## src/rtl/fit_block_allocator_top_macros.svh

```systemverilog
// Assertion macros shared by the allocator RTL.
`ifndef FIT_BLOCK_ALLOCATOR_TOP_MACROS_SVH
`define FIT_BLOCK_ALLOCATOR_TOP_MACROS_SVH

// Same-cycle implication, disabled in reset.
`define FBA_ASSERT_NOW(lbl, clk, rst, ante, cons, msg) \
   lbl: assert property (@(posedge clk) disable iff (rst) (ante) |-> (cons)) \
      else $error(msg);

// Next-cycle implication, disabled in reset.
`define FBA_ASSERT_NEXT(lbl, clk, rst, ante, cons, msg) \
   lbl: assert property (@(posedge clk) disable iff (rst) (ante) |=> (cons)) \
      else $error(msg);

`endif

```

## src/rtl/fba_pkg.sv

```systemverilog
// Types and constants of the fit block allocator.
package fba_pkg;

   localparam int FIELD_W       = 16;
   localparam int INDEX_W       = 4;
   localparam int FIT_MODE_W    = 2;
   localparam int BLOCK_COUNT_W = 5;
   localparam int CSR_ADDR_W    = 3;
   localparam int CSR_DATA_W    = 32;

   localparam logic [BLOCK_COUNT_W-1:0] BLOCK_COUNT_RESET = 5'd16;

   // action field
   localparam logic ACT_LOAD    = 1'b0;
   localparam logic ACT_REQUEST = 1'b1;

   // placement policies; the unused code behaves as first fit
   localparam logic [FIT_MODE_W-1:0] FIT_FIRST = 2'd0;
   localparam logic [FIT_MODE_W-1:0] FIT_BEST  = 2'd1;
   localparam logic [FIT_MODE_W-1:0] FIT_WORST = 2'd2;

   // register select, taken from paddr bit 2
   localparam logic CSR_SEL_FIT_MODE    = 1'b0;
   localparam logic CSR_SEL_BLOCK_COUNT = 1'b1;

   typedef struct packed {
      logic               action;
      logic [INDEX_W-1:0] block_index;
      logic [FIELD_W-1:0] block_capacity;
      logic [FIELD_W-1:0] request_size;
      logic               last_file;
   } req_type;

   typedef struct packed {
      logic               granted;
      logic [INDEX_W-1:0] chosen_block;
      logic [FIELD_W-1:0] capacity_before;
      logic [FIELD_W-1:0] capacity_after;
      logic               batch_end;
   } rsp_type;

   typedef struct packed {
      logic capture;
      logic load_write;
      logic scan_step;
      logic update;
   } ctrl_cmd_type;

   typedef struct packed {
      logic scan_done;
      logic out_free;
   } ctrl_status_type;

endpackage

```

## src/rtl/fit_block_allocator_top.sv

```systemverilog
// Fit block allocator: capacity table with first, best and worst fit placement.
//
// Keeps the remaining capacity of NUM_BLOCKS blocks in a small RAM. A load
// request (action 0) writes one block's capacity and gives no result;
// loads to an index at or above NUM_BLOCKS are dropped. An
// allocation request (action 1) scans blocks 0 .. min(block_count,
// NUM_BLOCKS)-1 one entry per cycle through the table's single read port,
// picks the first, smallest or largest block that fits (ties to the lowest
// index) and writes back the reduced capacity. The next request is taken
// only after the result is loaded, so one request is handled at a time.
// The result sits in an output register, so the next request is taken while
// a result still waits on rsp_ready. The table reads as all zero after reset
// through per-block written flags; there is no clearing pass. Registers
// fit_mode (byte address 0) and block_count (byte address 4) must be written
// over the APB port only while the block is idle; keeping to this is left to
// the user, as the block has no check of it. fit_mode 3 acts as first fit
// and a block_count of 0 refuses every request.
module fit_block_allocator_top #(
   parameter int NUM_BLOCKS = 16,
   parameter int SIZE_WIDTH = 16
) (
   input  logic                               clock,
   input  logic                               reset,
   // request channel
   input  logic                               req_valid,
   output logic                               req_ready,
   input  fba_pkg::req_type                   req_payload,
   // result channel
   output logic                               rsp_valid,
   input  logic                               rsp_ready,
   output fba_pkg::rsp_type                   rsp_payload,
   // register port
   input  logic                               psel,
   input  logic                               penable,
   input  logic                               pwrite,
   input  logic [fba_pkg::CSR_ADDR_W-1:0]     paddr,
   input  logic [fba_pkg::CSR_DATA_W-1:0]     pwdata,
   output logic [fba_pkg::CSR_DATA_W-1:0]     prdata,
   output logic                               pready
);

   import fba_pkg::*;

   logic [FIT_MODE_W-1:0]    fit_mode_ff,    fit_mode_in;
   logic [BLOCK_COUNT_W-1:0] block_count_ff, block_count_in;
   logic                     csr_write;
   ctrl_cmd_type             cmd;
   ctrl_status_type          status;

   // register file: decode on address bit 2, word offsets ignored
   assign csr_write = psel && penable && pwrite && pready;
   assign pready    = 1'b1;

   always_comb begin
      fit_mode_in    = fit_mode_ff;
      block_count_in = block_count_ff;
      if (csr_write) begin
         case (paddr[2])
            CSR_SEL_FIT_MODE:    fit_mode_in    = pwdata[FIT_MODE_W-1:0];
            CSR_SEL_BLOCK_COUNT: block_count_in = pwdata[BLOCK_COUNT_W-1:0];
            default: begin
               fit_mode_in = fit_mode_ff;
            end
         endcase
      end
   end

   always_comb begin
      case (paddr[2])
         CSR_SEL_FIT_MODE:    prdata = CSR_DATA_W'(fit_mode_ff);
         CSR_SEL_BLOCK_COUNT: prdata = CSR_DATA_W'(block_count_ff);
         default:             prdata = '0;
      endcase
   end

   always_ff @(posedge clock) begin
      if (reset) begin
         fit_mode_ff    <= FIT_FIRST;
         block_count_ff <= BLOCK_COUNT_RESET;
      end else begin
         fit_mode_ff    <= fit_mode_in;
         block_count_ff <= block_count_in;
      end
   end

   // sequencer
   fba_ctrl u_ctrl (
      .clock      (clock),
      .reset      (reset),
      .req_valid  (req_valid),
      .req_action (req_payload.action),
      .req_ready  (req_ready),
      .cmd        (cmd),
      .status     (status)
   );

   // table, search and result register
   fba_datapath #(
      .NUM_BLOCKS (NUM_BLOCKS),
      .SIZE_WIDTH (SIZE_WIDTH)
   ) u_datapath (
      .clock       (clock),
      .reset       (reset),
      .req_payload (req_payload),
      .cmd         (cmd),
      .status      (status),
      .fit_mode    (fit_mode_ff),
      .block_count (block_count_ff),
      .rsp_valid   (rsp_valid),
      .rsp_ready   (rsp_ready),
      .rsp_payload (rsp_payload)
   );

endmodule

```

## src/rtl/fba_ram.sv

```systemverilog
// Generic single write port RAM with one registered read port.
module fba_ram #(
   parameter int WIDTH = 16,
   parameter int DEPTH = 16
) (
   input  logic                                       clock,
   input  logic                                       wr_en,
   input  logic [((DEPTH > 1) ? $clog2(DEPTH) : 1)-1:0] wr_addr,
   input  logic [WIDTH-1:0]                           wr_data,
   input  logic                                       rd_en,
   input  logic [((DEPTH > 1) ? $clog2(DEPTH) : 1)-1:0] rd_addr,
   output logic [WIDTH-1:0]                           rd_data
);

   logic [WIDTH-1:0] mem_ff [DEPTH];
   logic [WIDTH-1:0] rd_data_ff;

   always_ff @(posedge clock) begin
      if (wr_en) begin
         mem_ff[wr_addr] <= wr_data;
      end
      if (rd_en) begin
         rd_data_ff <= mem_ff[rd_addr];
      end
   end

   assign rd_data = rd_data_ff;

endmodule

```

## src/rtl/fba_ctrl.sv

```systemverilog
// Sequencer of the allocator: load, scan and update steps.
`include "fit_block_allocator_top_macros.svh"

module fba_ctrl (
   input  logic                     clock,
   input  logic                     reset,
   input  logic                     req_valid,
   input  logic                     req_action,
   output logic                     req_ready,
   output fba_pkg::ctrl_cmd_type    cmd,
   input  fba_pkg::ctrl_status_type status
);

   import fba_pkg::*;

   typedef enum logic [3:0] {
      ST_IDLE   = 4'b0001,
      ST_LOAD   = 4'b0010,
      ST_SCAN   = 4'b0100,
      ST_UPDATE = 4'b1000
   } state_type;

   state_type state_ff, state_in;

   always_comb begin
      state_in = state_ff;
      cmd      = '0;
      case (state_ff)
         ST_IDLE: begin
            if (req_valid) begin
               cmd.capture = 1'b1;
               state_in    = (req_action == ACT_REQUEST) ? ST_SCAN : ST_LOAD;
            end
         end
         ST_LOAD: begin
            cmd.load_write = 1'b1;
            state_in       = ST_IDLE;
         end
         ST_SCAN: begin
            cmd.scan_step = 1'b1;
            if (status.scan_done) begin
               state_in = ST_UPDATE;
            end
         end
         ST_UPDATE: begin
            // wait for the result register to free up
            if (status.out_free) begin
               cmd.update = 1'b1;
               state_in   = ST_IDLE;
            end
         end
         default: begin
            state_in = ST_IDLE;
         end
      endcase
   end

   always_ff @(posedge clock) begin
      if (reset) begin
         state_ff <= ST_IDLE;
      end else begin
         state_ff <= state_in;
      end
   end

   assign req_ready = (state_ff == ST_IDLE);

   `FBA_ASSERT_NEXT(a_load_one_cycle, clock, reset, state_ff == ST_LOAD, state_ff == ST_IDLE, "load step did not return to idle")
   `FBA_ASSERT_NOW(a_update_needs_room, clock, reset, cmd.update, status.out_free, "result written over a waiting result")
   `FBA_ASSERT_NEXT(a_request_scans, clock, reset, cmd.capture && (req_action == ACT_REQUEST), state_ff == ST_SCAN, "request did not start a scan")

endmodule

```

## src/rtl/fba_datapath.sv

```systemverilog
// Capacity table, serial fit search and result register.
`include "fit_block_allocator_top_macros.svh"

module fba_datapath #(
   parameter int NUM_BLOCKS = 16,
   parameter int SIZE_WIDTH = 16
) (
   input  logic                                  clock,
   input  logic                                  reset,
   input  fba_pkg::req_type                      req_payload,
   input  fba_pkg::ctrl_cmd_type                 cmd,
   output fba_pkg::ctrl_status_type              status,
   input  logic [fba_pkg::FIT_MODE_W-1:0]        fit_mode,
   input  logic [fba_pkg::BLOCK_COUNT_W-1:0]     block_count,
   output logic                                  rsp_valid,
   input  logic                                  rsp_ready,
   output fba_pkg::rsp_type                      rsp_payload
);

   import fba_pkg::*;

   localparam int IDX_W = (NUM_BLOCKS > 1) ? $clog2(NUM_BLOCKS) : 1;
   localparam int CNT_W = $clog2(NUM_BLOCKS + 1);
   localparam int LIM_W = (CNT_W > BLOCK_COUNT_W) ? CNT_W : BLOCK_COUNT_W;

   // held item
   logic                  last_ff,     last_in;
   logic [INDEX_W-1:0]    load_idx_ff, load_idx_in;
   logic [SIZE_WIDTH-1:0] load_cap_ff, load_cap_in;
   logic [SIZE_WIDTH-1:0] size_ff,     size_in;

   // scan control
   logic [LIM_W-1:0]      limit_ff,     limit_in;
   logic [LIM_W-1:0]      issue_cnt_ff, issue_cnt_in;
   logic                  rd_pend_ff,   rd_pend_in;
   logic                  rd_ok_ff,     rd_ok_in;
   logic [IDX_W-1:0]      rd_idx_ff,    rd_idx_in;
   logic                  found_ff,     found_in;
   logic [IDX_W-1:0]      best_idx_ff,  best_idx_in;
   logic [SIZE_WIDTH-1:0] best_val_ff,  best_val_in;

   logic [NUM_BLOCKS-1:0] valid_ff, valid_in;
   logic                  rsp_valid_ff, rsp_valid_in;
   rsp_type               rsp_ff, rsp_in;

   logic [FIELD_W+SIZE_WIDTH-1:0] cap_wide, size_wide;
   logic [SIZE_WIDTH+FIELD_W-1:0] before_wide, after_wide;
   logic [IDX_W+INDEX_W-1:0]      load_addr_wide;
   logic [INDEX_W+IDX_W-1:0]      chosen_wide;
   logic [LIM_W-1:0]              count_ext;
   logic [SIZE_WIDTH-1:0]         entry_val, after_val;
   logic [IDX_W-1:0]              wr_addr, rd_addr;
   logic [SIZE_WIDTH-1:0]         wr_data, rd_data;
   logic                          wr_en, issue_go, load_ok, fits, better, take;

   assign cap_wide       = {{SIZE_WIDTH{1'b0}}, req_payload.block_capacity};
   assign size_wide      = {{SIZE_WIDTH{1'b0}}, req_payload.request_size};
   assign load_addr_wide = {{IDX_W{1'b0}}, load_idx_ff};
   assign count_ext      = LIM_W'(block_count);
   assign load_ok        = LIM_W'(load_idx_ff) < LIM_W'(NUM_BLOCKS);

   // issue side of the scan
   assign issue_go = cmd.scan_step && (issue_cnt_ff != limit_ff);
   assign rd_addr  = issue_cnt_ff[IDX_W-1:0];

   // compare side: an entry never written reads as zero
   assign entry_val = rd_ok_ff ? rd_data : '0;
   assign fits      = entry_val >= size_ff;

   always_comb begin
      case (fit_mode)
         FIT_BEST:  better = entry_val < best_val_ff;
         FIT_WORST: better = entry_val > best_val_ff;
         default:   better = 1'b0;
      endcase
   end

   assign take      = rd_pend_ff && fits && (!found_ff || better);
   assign after_val = best_val_ff - size_ff;

   // single write port shared by loads and grant write-back
   always_comb begin
      wr_en   = 1'b0;
      wr_addr = load_addr_wide[IDX_W-1:0];
      wr_data = load_cap_ff;
      if (cmd.load_write) begin
         wr_en = load_ok;
      end else if (cmd.update) begin
         wr_en   = found_ff;
         wr_addr = best_idx_ff;
         wr_data = after_val;
      end
   end

   fba_ram #(
      .WIDTH (SIZE_WIDTH),
      .DEPTH (NUM_BLOCKS)
   ) u_table (
      .clock   (clock),
      .wr_en   (wr_en),
      .wr_addr (wr_addr),
      .wr_data (wr_data),
      .rd_en   (issue_go),
      .rd_addr (rd_addr),
      .rd_data (rd_data)
   );

   assign before_wide = {{FIELD_W{1'b0}}, best_val_ff};
   assign after_wide  = {{FIELD_W{1'b0}}, after_val};
   assign chosen_wide = {{INDEX_W{1'b0}}, best_idx_ff};

   always_comb begin
      last_in      = last_ff;
      load_idx_in  = load_idx_ff;
      load_cap_in  = load_cap_ff;
      size_in      = size_ff;
      limit_in     = limit_ff;
      issue_cnt_in = issue_cnt_ff;
      rd_pend_in   = issue_go;
      rd_ok_in     = valid_ff[rd_addr];
      rd_idx_in    = rd_addr;
      found_in     = found_ff;
      best_idx_in  = best_idx_ff;
      best_val_in  = best_val_ff;
      valid_in     = valid_ff;
      rsp_valid_in = rsp_valid_ff;
      rsp_in       = rsp_ff;

      if (cmd.capture) begin
         last_in      = req_payload.last_file;
         load_idx_in  = req_payload.block_index;
         load_cap_in  = cap_wide[SIZE_WIDTH-1:0];
         size_in      = size_wide[SIZE_WIDTH-1:0];
         limit_in     = (count_ext < LIM_W'(NUM_BLOCKS)) ? count_ext : LIM_W'(NUM_BLOCKS);
         issue_cnt_in = '0;
         rd_pend_in   = 1'b0;
         found_in     = 1'b0;
      end

      if (issue_go) begin
         issue_cnt_in = issue_cnt_ff + 1'b1;
      end

      if (take) begin
         found_in    = 1'b1;
         best_idx_in = rd_idx_ff;
         best_val_in = entry_val;
      end

      if (wr_en) begin
         valid_in[wr_addr] = 1'b1;
      end

      if (rsp_ready) begin
         rsp_valid_in = 1'b0;
      end
      if (cmd.update) begin
         rsp_valid_in           = 1'b1;
         rsp_in.granted         = found_ff;
         rsp_in.chosen_block    = found_ff ? chosen_wide[INDEX_W-1:0] : '0;
         rsp_in.capacity_before = found_ff ? before_wide[FIELD_W-1:0] : '0;
         rsp_in.capacity_after  = found_ff ? after_wide[FIELD_W-1:0] : '0;
         rsp_in.batch_end       = last_ff;
      end
   end

   always_ff @(posedge clock) begin
      if (reset) begin
         limit_ff     <= '0;
         issue_cnt_ff <= '0;
         rd_pend_ff   <= 1'b0;
         found_ff     <= 1'b0;
         valid_ff     <= '0;
         rsp_valid_ff <= 1'b0;
      end else begin
         limit_ff     <= limit_in;
         issue_cnt_ff <= issue_cnt_in;
         rd_pend_ff   <= rd_pend_in;
         found_ff     <= found_in;
         valid_ff     <= valid_in;
         rsp_valid_ff <= rsp_valid_in;
      end
   end

   always_ff @(posedge clock) begin
      last_ff     <= last_in;
      load_idx_ff <= load_idx_in;
      load_cap_ff <= load_cap_in;
      size_ff     <= size_in;
      rd_ok_ff    <= rd_ok_in;
      rd_idx_ff   <= rd_idx_in;
      best_idx_ff <= best_idx_in;
      best_val_ff <= best_val_in;
      rsp_ff      <= rsp_in;
   end

   assign status.scan_done = (issue_cnt_ff == limit_ff);
   assign status.out_free  = !rsp_valid_ff || rsp_ready;
   assign rsp_valid        = rsp_valid_ff;
   assign rsp_payload      = rsp_ff;

   `FBA_ASSERT_NOW(a_best_fits, clock, reset, found_ff, best_val_ff >= size_ff, "held candidate smaller than request")
   `FBA_ASSERT_NOW(a_scan_bounded, clock, reset, 1'b1, issue_cnt_ff <= limit_ff, "scan ran past the block limit")
   `FBA_ASSERT_NOW(a_refusal_zero, clock, reset, rsp_valid_ff && !rsp_ff.granted, (rsp_ff.chosen_block == '0) && (rsp_ff.capacity_before == '0) && (rsp_ff.capacity_after == '0), "refused request carries block data")

endmodule

```

## config.mk

```make
export PLATFORM = sky130hd
export DESIGN_NAME = fit_block_allocator_top
export DESIGN_NICKNAME = d
export VERILOG_FILES = /design/src/rtl/fba_pkg.sv /design/src/rtl/fit_block_allocator_top.sv /design/src/rtl/fba_ram.sv /design/src/rtl/fba_ctrl.sv /design/src/rtl/fba_datapath.sv
export VERILOG_INCLUDE_DIRS = /design/src /design/src/rtl
export SDC_FILE = /design/constraint.sdc
export NUM_CORES = 1
export LEC_CHECK = 0
export BUFFER_PORTS_ARGS = -buffer_cell sky130_fd_sc_hd__buf_4
export CAP_MARGIN = 20
export CELL_PAD_IN_SITES_DETAIL_PLACEMENT = 1
export CELL_PAD_IN_SITES_GLOBAL_PLACEMENT = 2
export CORE_MARGIN = 1
export CORE_UTILIZATION = 44
export CTS_CLUSTER_DIAMETER = 80
export DETAILED_ROUTE_END_ITERATION = 8
export MAX_ROUTING_LAYER = met4
export PLACE_DENSITY = 0.83
export RECOVER_POWER = 100
export SYNTH_ARGS = -nofsm -noshare
export SYNTH_HDL_FRONTEND = slang
export SYNTH_SLANG_ARGS = --single-unit
```

## constraint.sdc

```tcl
create_clock -name clock -period 3.9 [get_ports clock]
set_input_delay 0.78 -clock clock [delete_from_list [all_inputs] [get_ports clock]]
set_output_delay 0.78 -clock clock [all_outputs]
set_load 0.05 [all_outputs]
```

# Yosys cells after proc, flatten, opt, wreduce, memory -nomap -nowiden
# Memories as Yosys holds them, arrays and structs flattened. A register that Yosys moved wholly into a read port is not among the register bits.
# Index checks and enable logic that the tools add are counted.
[word_totals] regBits=140 latchBits=0 ram_bits=256 rom_bits=0 output_inout_bits=73 word_cells=95 memories=1
[memory_table] name="u_datapath.u_table.mem_ff" words=16 width=16 read_ports=1 rd_ports_with_merged_regs=1 wr=1 line="fba_ram.sv:15" source="logic [WIDTH-1:0] mem_ff [DEPTH];"
[op_classes] add_sub_neg=2 mul=0 div_mod_pow=0 order_cmp=7 n_eq_ne=11 shift=0 n_mux=33 bitwise=2 reduce_logical=17
[op_table] operator="$pmux 32 s2" n=1
[op_table] operator="$mux 16" n=3
[op_table] operator="$mux 4" n=5
[op_table] operator="$ge 16x16->1" n=1
[op_table] operator="$gt 16x16->1" n=1
[op_table] operator="$lt 16x16->1" n=1
[op_table] operator="$mux 1" n=16
[op_table] operator="$or 16x16->16" n=1
[op_table] operator="$sub 16x16->16" n=1
[op_table] operator="$mux 5" n=3
[op_table] operator="$pmux 4 s3" n=1
[op_table] operator="$lt 4x5->1 const B" n=2
[op_table] operator="$logic_and 1x1->1" n=6
[op_table] operator="$ne 2x2->1 const B" n=3
[op_table] operator="$reduce_bool 2->1" n=3
[op_table] operator="$add 5x1->5 const B" n=1
[op_table] operator="$eq 5x5->1" n=1
[op_table] operator="$lt 5x5->1 const B" n=1
[op_table] operator="$ne 5x5->1" n=1
[op_table] operator="$bmux 1 s4" n=1
[op_table] operator="$demux 1 s4" n=1
[op_table] operator="$eq 4x1->1 const B" n=1
[op_table] operator="$eq 4x2->1 const B" n=1
[op_table] operator="$eq 4x3->1 const B" n=1
[op_table] operator="other kinds (12)" n=15

# Depth between registers and ports, before layout
[depth] depth_word=11 depth_mapped=10 ltp_nobuf=9

# By module
# A second synthesis with hierarchy kept.
[unflattened] hier_cells=1108 hier_area_um2=17384.2
[modules_own_cells] module="fba_ram" n_inst=1 cells_each=432 area_per_inst_um2=10203.5 seq_area_each_um2=8167.8
[modules_own_cells] module="fba_datapath" n_inst=1 cells_each=584 area_per_inst_um2=6386.1 seq_area_each_um2=3533.4
[modules_own_cells] module="fit_block_allocator_top" n_inst=1 cells_each=65 area_per_inst_um2=576.8 seq_area_each_um2=140.1
[modules_own_cells] module="fba_ctrl" n_inst=1 cells_each=27 area_per_inst_um2=217.7 seq_area_each_um2=80.1

# Least setup slack after synthesis
# No wires, ideal clock.
[synth_path] kind="flip-flop to flip-flop" from="register u_datapath.rd_ok_ff" to="register u_datapath.best_idx_ff[0], enable pin" setup_ps=399 arrival_time_ps=2945 required_time_ps=3501 path_slack_ps=555 stages_incl_launch_ff=11 period_less_slack_ps=3345 cell_sequence="dfxtp_1 > buf_6 > clkbuf_1 > and2_1 > ha_1 > and4_1 > o211ai_1 > o211ai_1 > a2111oi_2 > mux2i_1 > o21ai_1"
[synth_between] elab_chain_cells=5
[synth_lines] item="from (decl)" line="fba_datapath.sv:36" source="logic rd_ok_ff, rd_ok_in;"
[synth_lines] item="from (signal assigned)" line="fba_datapath.sv:190" source="rd_ok_ff <= rd_ok_in;"
[synth_lines] item="$mux 16 (*)" line="fba_datapath.sv:67" source="assign entry_val = rd_ok_ff ? rd_data : '0;"
[synth_lines] item="via u_datapath.entry_val[6]" line="fba_datapath.sv:51" source="logic [SIZE_WIDTH-1:0] entry_val, after_val;"
[synth_lines] item="$gt 16x16->1 or $lt 16x16->1 (tied branches)" line="fba_datapath.sv:73, fba_datapath.sv:72"
[synth_lines] item="$pmux 1 s2" line="fba_datapath.sv:71" source="case (fit_mode)"
[synth_lines] item="$logic_or 1x1->1" line="fba_datapath.sv:78" source="assign take = rd_pend_ff && fits && (!found_ff || better);"
[synth_lines] item="$logic_and 1x1->1 (*)" line="fba_datapath.sv:78"
[synth_lines] item="to (signal assigned)" line="fba_datapath.sv:192" source="best_idx_ff <= best_idx_in;"
[synth_lines] item="to (decl)" line="fba_datapath.sv:39" source="logic [IDX_W-1:0] best_idx_ff, best_idx_in;"
# The timed path passes the listed nets; every way through them passes the cells marked *.
# A chain may end at the register's enable or synchronous reset.

# Worst setup path in the final report
[layout_path] from="register u_ctrl.state_ff[3]" to="memory u_datapath.u_table.mem_ff[4][14], enable pin"
[layout_between] elab_chain_cells=6
[layout_lines] item="from (decl)" line="fba_ctrl.sv:23" source="state_type state_ff, state_in;"
[layout_lines] item="from (signal assigned)" line="fba_ctrl.sv:62" source="state_ff <= state_in;"
[layout_lines] item="$eq 4x4->1" line="fba_ctrl.sv:28" source="case (state_ff)"
[layout_lines] item="$mux 1" line="fba_ctrl.sv:28"
[layout_lines] item="$mux 1" line="fba_datapath.sv:88" source="end else if (cmd.update) begin"
[layout_lines] item="$mux 1" line="fba_datapath.sv:86" source="if (cmd.load_write) begin"
[layout_lines] item="$mux 1" line="fba_ram.sv:19" source="if (wr_en) begin"
[layout_lines] item="$mux 1 (not written as such)" line="fba_ram.sv:20" source="mem_ff[wr_addr] <= wr_data;"
[layout_lines] item="to (decl)" line="fba_ram.sv:15"
# Parallel ways exist; a longest one is shown, timed or not.

==> impl_metrics.sql <==
INSERT INTO impl_metrics (metric_group, metric, value, unit) VALUES
('status', 'status', 'complete, but fails checks', ''),
('status', 'failed_checks', 'capacitance limit, slew limit', ''),
('global_route', 'grt_antenna_before_repair', '1', ''),
('final_layout', 'layout_commonest_cell', 'edfxtp_1', ''),
('pwr', 'sequentialPowerShare', '0.527', ''),
('final_layout', 'final_cell_mix', 'edfxtp_1 (367), mux4_2 (85), clkbuf_1 (69)', ''),
('critical_path', 'ff2ff_setup_slack', '0.42', 'ns'),
('critical_path', 'r2r-start', 'u_ctrl.state_ff[3]', ''),
('clock_tree', 'clock_tree.root_cell', 'clkbuf_16', ''),
('synthesis', 'synth_mux_area_frac', '0.1185', ''),
('die', 'effective_utilization_at_floorplan', '0.4462', ''),
('global_route', 'grt_start_max_net_pins', '69', ''),
('global_route', 'vias_in_the_first_global_route', '9792', ''),
('final_layout', 'number_of_nets_in_the_layout', '1287', ''),
('timing', 'rsz0062_at_grt', 'false', ''),
('clock_tree', 'cts_htree_levels', '2', ''),
('clock_tree', 'clock_tree_from_tritoncts', 'done', ''),
('pwr', 'sw_power', '1.935', 'mW'),
('detailed_routing', 'first_iter_violations', '631', ''),
('timing', 'final_max_slew_viol_count', '45', ''),
('die', 'floorplan.die_area', '39990', 'µm²'),
('timing', 'report.final.hold_viol_count', '0', ''),
('clock_tree', 'cts_inserted_buffers', '43', ''),
('detailed_routing', 'drt_drc_violations_left', '0', ''),
('critical_path', 'cp-start-kind', 'flip-flop', ''),
('place', 'dpl_cells', '1632', ''),
('pwr', 'clock_power_share', '0.437', ''),
('job', 'max_cap_violations', '2', ''),
('critical_path', 'timing.rr.end', 'u_datapath.u_table.mem_ff[4][14]', ''),
('synthesis', 'synth_simple_gate_area_frac', '0.06095', ''),
('critical_path', 'data_required_critical_path', '4.08', 'ns'),
('global_route', 'grt_overflow', '0', ''),
('timing', 'clock_skew', '0.02275', 'ns'),
('synthesis', 'syn_area_per_cell', '16.91', 'µm²'),
('synthesis', 'synthArstFlopShare', '0', ''),
('timing', 'min_period_over_period', '0.8935', ''),
('pwr', 'p_leak', '6.732', 'nW'),
('synthesis', 'yosysSeqAreaShare', '0.6913', ''),
('pwr', 'ir_drop', '0.0003009', 'V'),
('detailed_routing', 'routed_wl', '40.18', 'mm'),
('timing', 'setup-violations-final', '0', ''),
('pwr', 'swShare', '0.2098', ''),
('critical_path', 'crit_path_top_delay_cell', 'clkbuf_1', ''),
('clock_tree', 'clk_pin_slew_worst_paths', '0.06', 'ns'),
('final_layout', 'fraction_of_layout_cells_with_a_size_suffix_above_1', '0.2035', ''),
('global_route', 'wire_length_of_the_first_global_routing_pass', '59.97', 'mm'),
('timing', 'maxSlewHeadroom', '-0.3478', ''),
('worst_hold_path', 'hold_path_depth', '2', ''),
('synthesis', 'post_synth_xor_area_fraction', '0.008127', ''),
('detailed_routing', 'remaining_number_of_nets_flagged_by_the_antenna_check_after_routing', '0', ''),
('final_layout', 'post-route-util', '0.5101', ''),
('synthesis', 'synth_flop_cell', 'edfxtp_1', ''),
('clock_tree', 'cts-resized-gates', '0', ''),
('final_layout', 'area_delta_synth_final', '14.32', '%'),
('timing', 'worstMarginPinSlew', '2.022', 'ns'),
('synthesis', 'yosys.cell_types.count', '65', ''),
('synthesis', 'synth_adder_area_share', '0.03584', ''),
('die', 'rows', '72', ''),
('die', 'die_w', '200.0', 'µm'),
('detailed_routing', 'post_drt_via_cell_ratio', '5.438', ''),
('clock_tree', 'cts.sinks', '412', ''),
('final_layout', 'multiInputGateArea', '4812', 'µm²'),
('final_layout', 'post_layout_nonfiller_instances', '1713', ''),
('clock_tree', 'ctsHoldBuffers', '0', ''),
('synthesis', 'synth-compound-area-share', '0.05115', ''),
('timing', 'max_freq', '287.0', 'MHz'),
('final_layout', 'layout.area.seq', '11930', 'µm²'),
('synthesis', 'synth.cell_area', '17240', 'µm²'),
('critical_path', 'criticalPathCategory', 'reg -> reg', ''),
('detailed_routing', 'via_count', '9316', ''),
('critical_path', 'cp_cell_sequence', 'nor4b_1 -> nand2_1 -> clkbuf_1 -> nor2_1 -> a21oi_1 -> nor2_1 -> clkbuf_1', '');
[area by class of cell]
class,count,area share
flip-flops and latches,412,0.6050
multi-input cells,521,0.2441
inverters,48,0.009140
clock inverters,28,0.01269
clock buffers,52,0.05789
well taps,518,0.03288
repair buffers,133,0.03821
diodes,1,0.0001269
[sequential cells by signal (all words and copies together), names as in the netlist]
name and count:
u_datapath.found_ff 1, u_datapath.best_val_ff 16, u_datapath.load_cap_ff 16, u_datapath.rd_idx_ff 4, u_datapath.best_idx_ff 4, u_datapath.rsp_valid 1, u_datapath.valid_ff 16, u_datapath.limit_ff 5
u_datapath.rsp_payload 38, u_datapath.load_idx_ff 4, u_ctrl.state_ff 4, u_datapath.u_table.mem_ff 256, u_datapath.size_ff 16, block_count_ff 5, u_datapath.issue_cnt_ff 5, u_datapath.last_ff 1
u_datapath.u_table.rd_data 16, u_datapath.rd_ok_ff 1, fit_mode_ff 2, u_datapath.rd_pend_ff 1
[power by group through the flow]
| stage | Combinational (mW) | Clock [mW] | Sequential [mW] |
|---|---|---|---|
| 2_1_floorplan | 0.234 | 0 | 4.95 |
| 3_3_place_gp | 0.325 | 0 | 4.96 |
| 3_5_place_dp | 0.338 | 0 | 4.96 |
| 4_1_cts | 0.340 | 4.11 | 4.86 |
| 5_1_grt | 0.355 | 4.25 | 4.87 |
| 6_report | 0.326 | 4.03 | 4.86 |
[worst reg2reg max path, stage by stage (launching register included)]
cell,delay (ns)
dfxtp_1,0.41
nor4b_1,0.39
nand2_1,0.55
clkbuf_1,0.51
nor2_1,0.25
a21oi_1,0.17
nor2_1,0.22
clkbuf_1,0.61
[synth_stat cells (all sizes together) (3+ instances only)]
cell | instances | area share
edfxtp | 367 | 0.64
mux4 | 85 | 0.11
nor2 | 67 | 0.015
buf | 48 | 0.020
ha | 47 | 0.034
inv | 47 | 0.010
dfxtp | 45 | 0.052
nand2 | 45 | 0.0099
a21oi | 33 | 0.0096
and2 | 31 | 0.011
o21ai | 21 | 0.0061
clkbuf | 17 | 0.0037
o21ba | 16 | 0.0093
nor3 | 13 | 0.0038
a21o | 9 | 0.0039
nand3 | 9 | 0.0029
nor3b | 9 | 0.0039
o21a | 9 | 0.0039
xnor2 | 9 | 0.0046
a31oi | 8 | 0.0029
mux2i | 8 | 0.0046
nand4 | 7 | 0.0025
xor2 | 7 | 0.0036
nand2b | 6 | 0.0022
nor2b | 6 | 0.0022
mux2 | 4 | 0.0028
a211oi | 3 | 0.0016
and3 | 3 | 0.0014
nor4b | 3 | 0.0026
o211ai | 3 | 0.0013
or3 | 3 | 0.0011
[worst max path at each step]
stage	cells past startpoint	slack (ns)	end	startpoint
after detailed placement	9	0.55	u_datapath.best_val_ff[3]	u_datapath.rd_ok_ff
after global routing	9	0.24	u_datapath.best_val_ff[10]	u_datapath.rd_ok_ff
final	7	0.42	u_datapath.u_table.mem_ff[4][14]	u_ctrl.state_ff[3]
after global placement	9	0.58	u_datapath.best_val_ff[3]	u_datapath.rd_ok_ff
after floorplan	10	0.56	u_datapath.best_idx_ff[0]	u_datapath.rd_ok_ff
after CTS	9	0.54	u_datapath.best_val_ff[14]	u_datapath.rd_ok_ff
[layer usage]
metal / share of wire / up-vias / GRT usage
met1: 0.42 / 4827 / 0.2704
li1: - / 4175 / -
met4: 0.024 / 0 / 0.06729
met5: 0 / - / -
met2: 0.51 / 254 / 0.3614
met3: 0.044 / 60 / 0.02621
[kinds of logic after synthesis]
logic type | after synthesis
DFF | 412
and+or+nand+nor | 207
AOI/OAI and AO/OA | 124
buffers and inverters | 113
muxes | 97
adders and majority gates | 49
xor gates and xnor gates | 16
other | 2
[per-stage QoR]
step	instance area, µm²	setup WS [ns]	hold slack (ns)	total power [mW]
5_1_grt	19710	0.2445	0.3765	9.470
3_5_place_dp	18620	0.5472	0.3904	5.295
4_1_cts	20010	0.5390	0.3683	9.317
2_1_floorplan	17340	0.5551	0.3497	5.186
6_report	19710	0.4152	0.3901	9.224
3_3_place_gp	18620	0.5828	0.3887	5.280
Power figures use the tool's default switching activity.
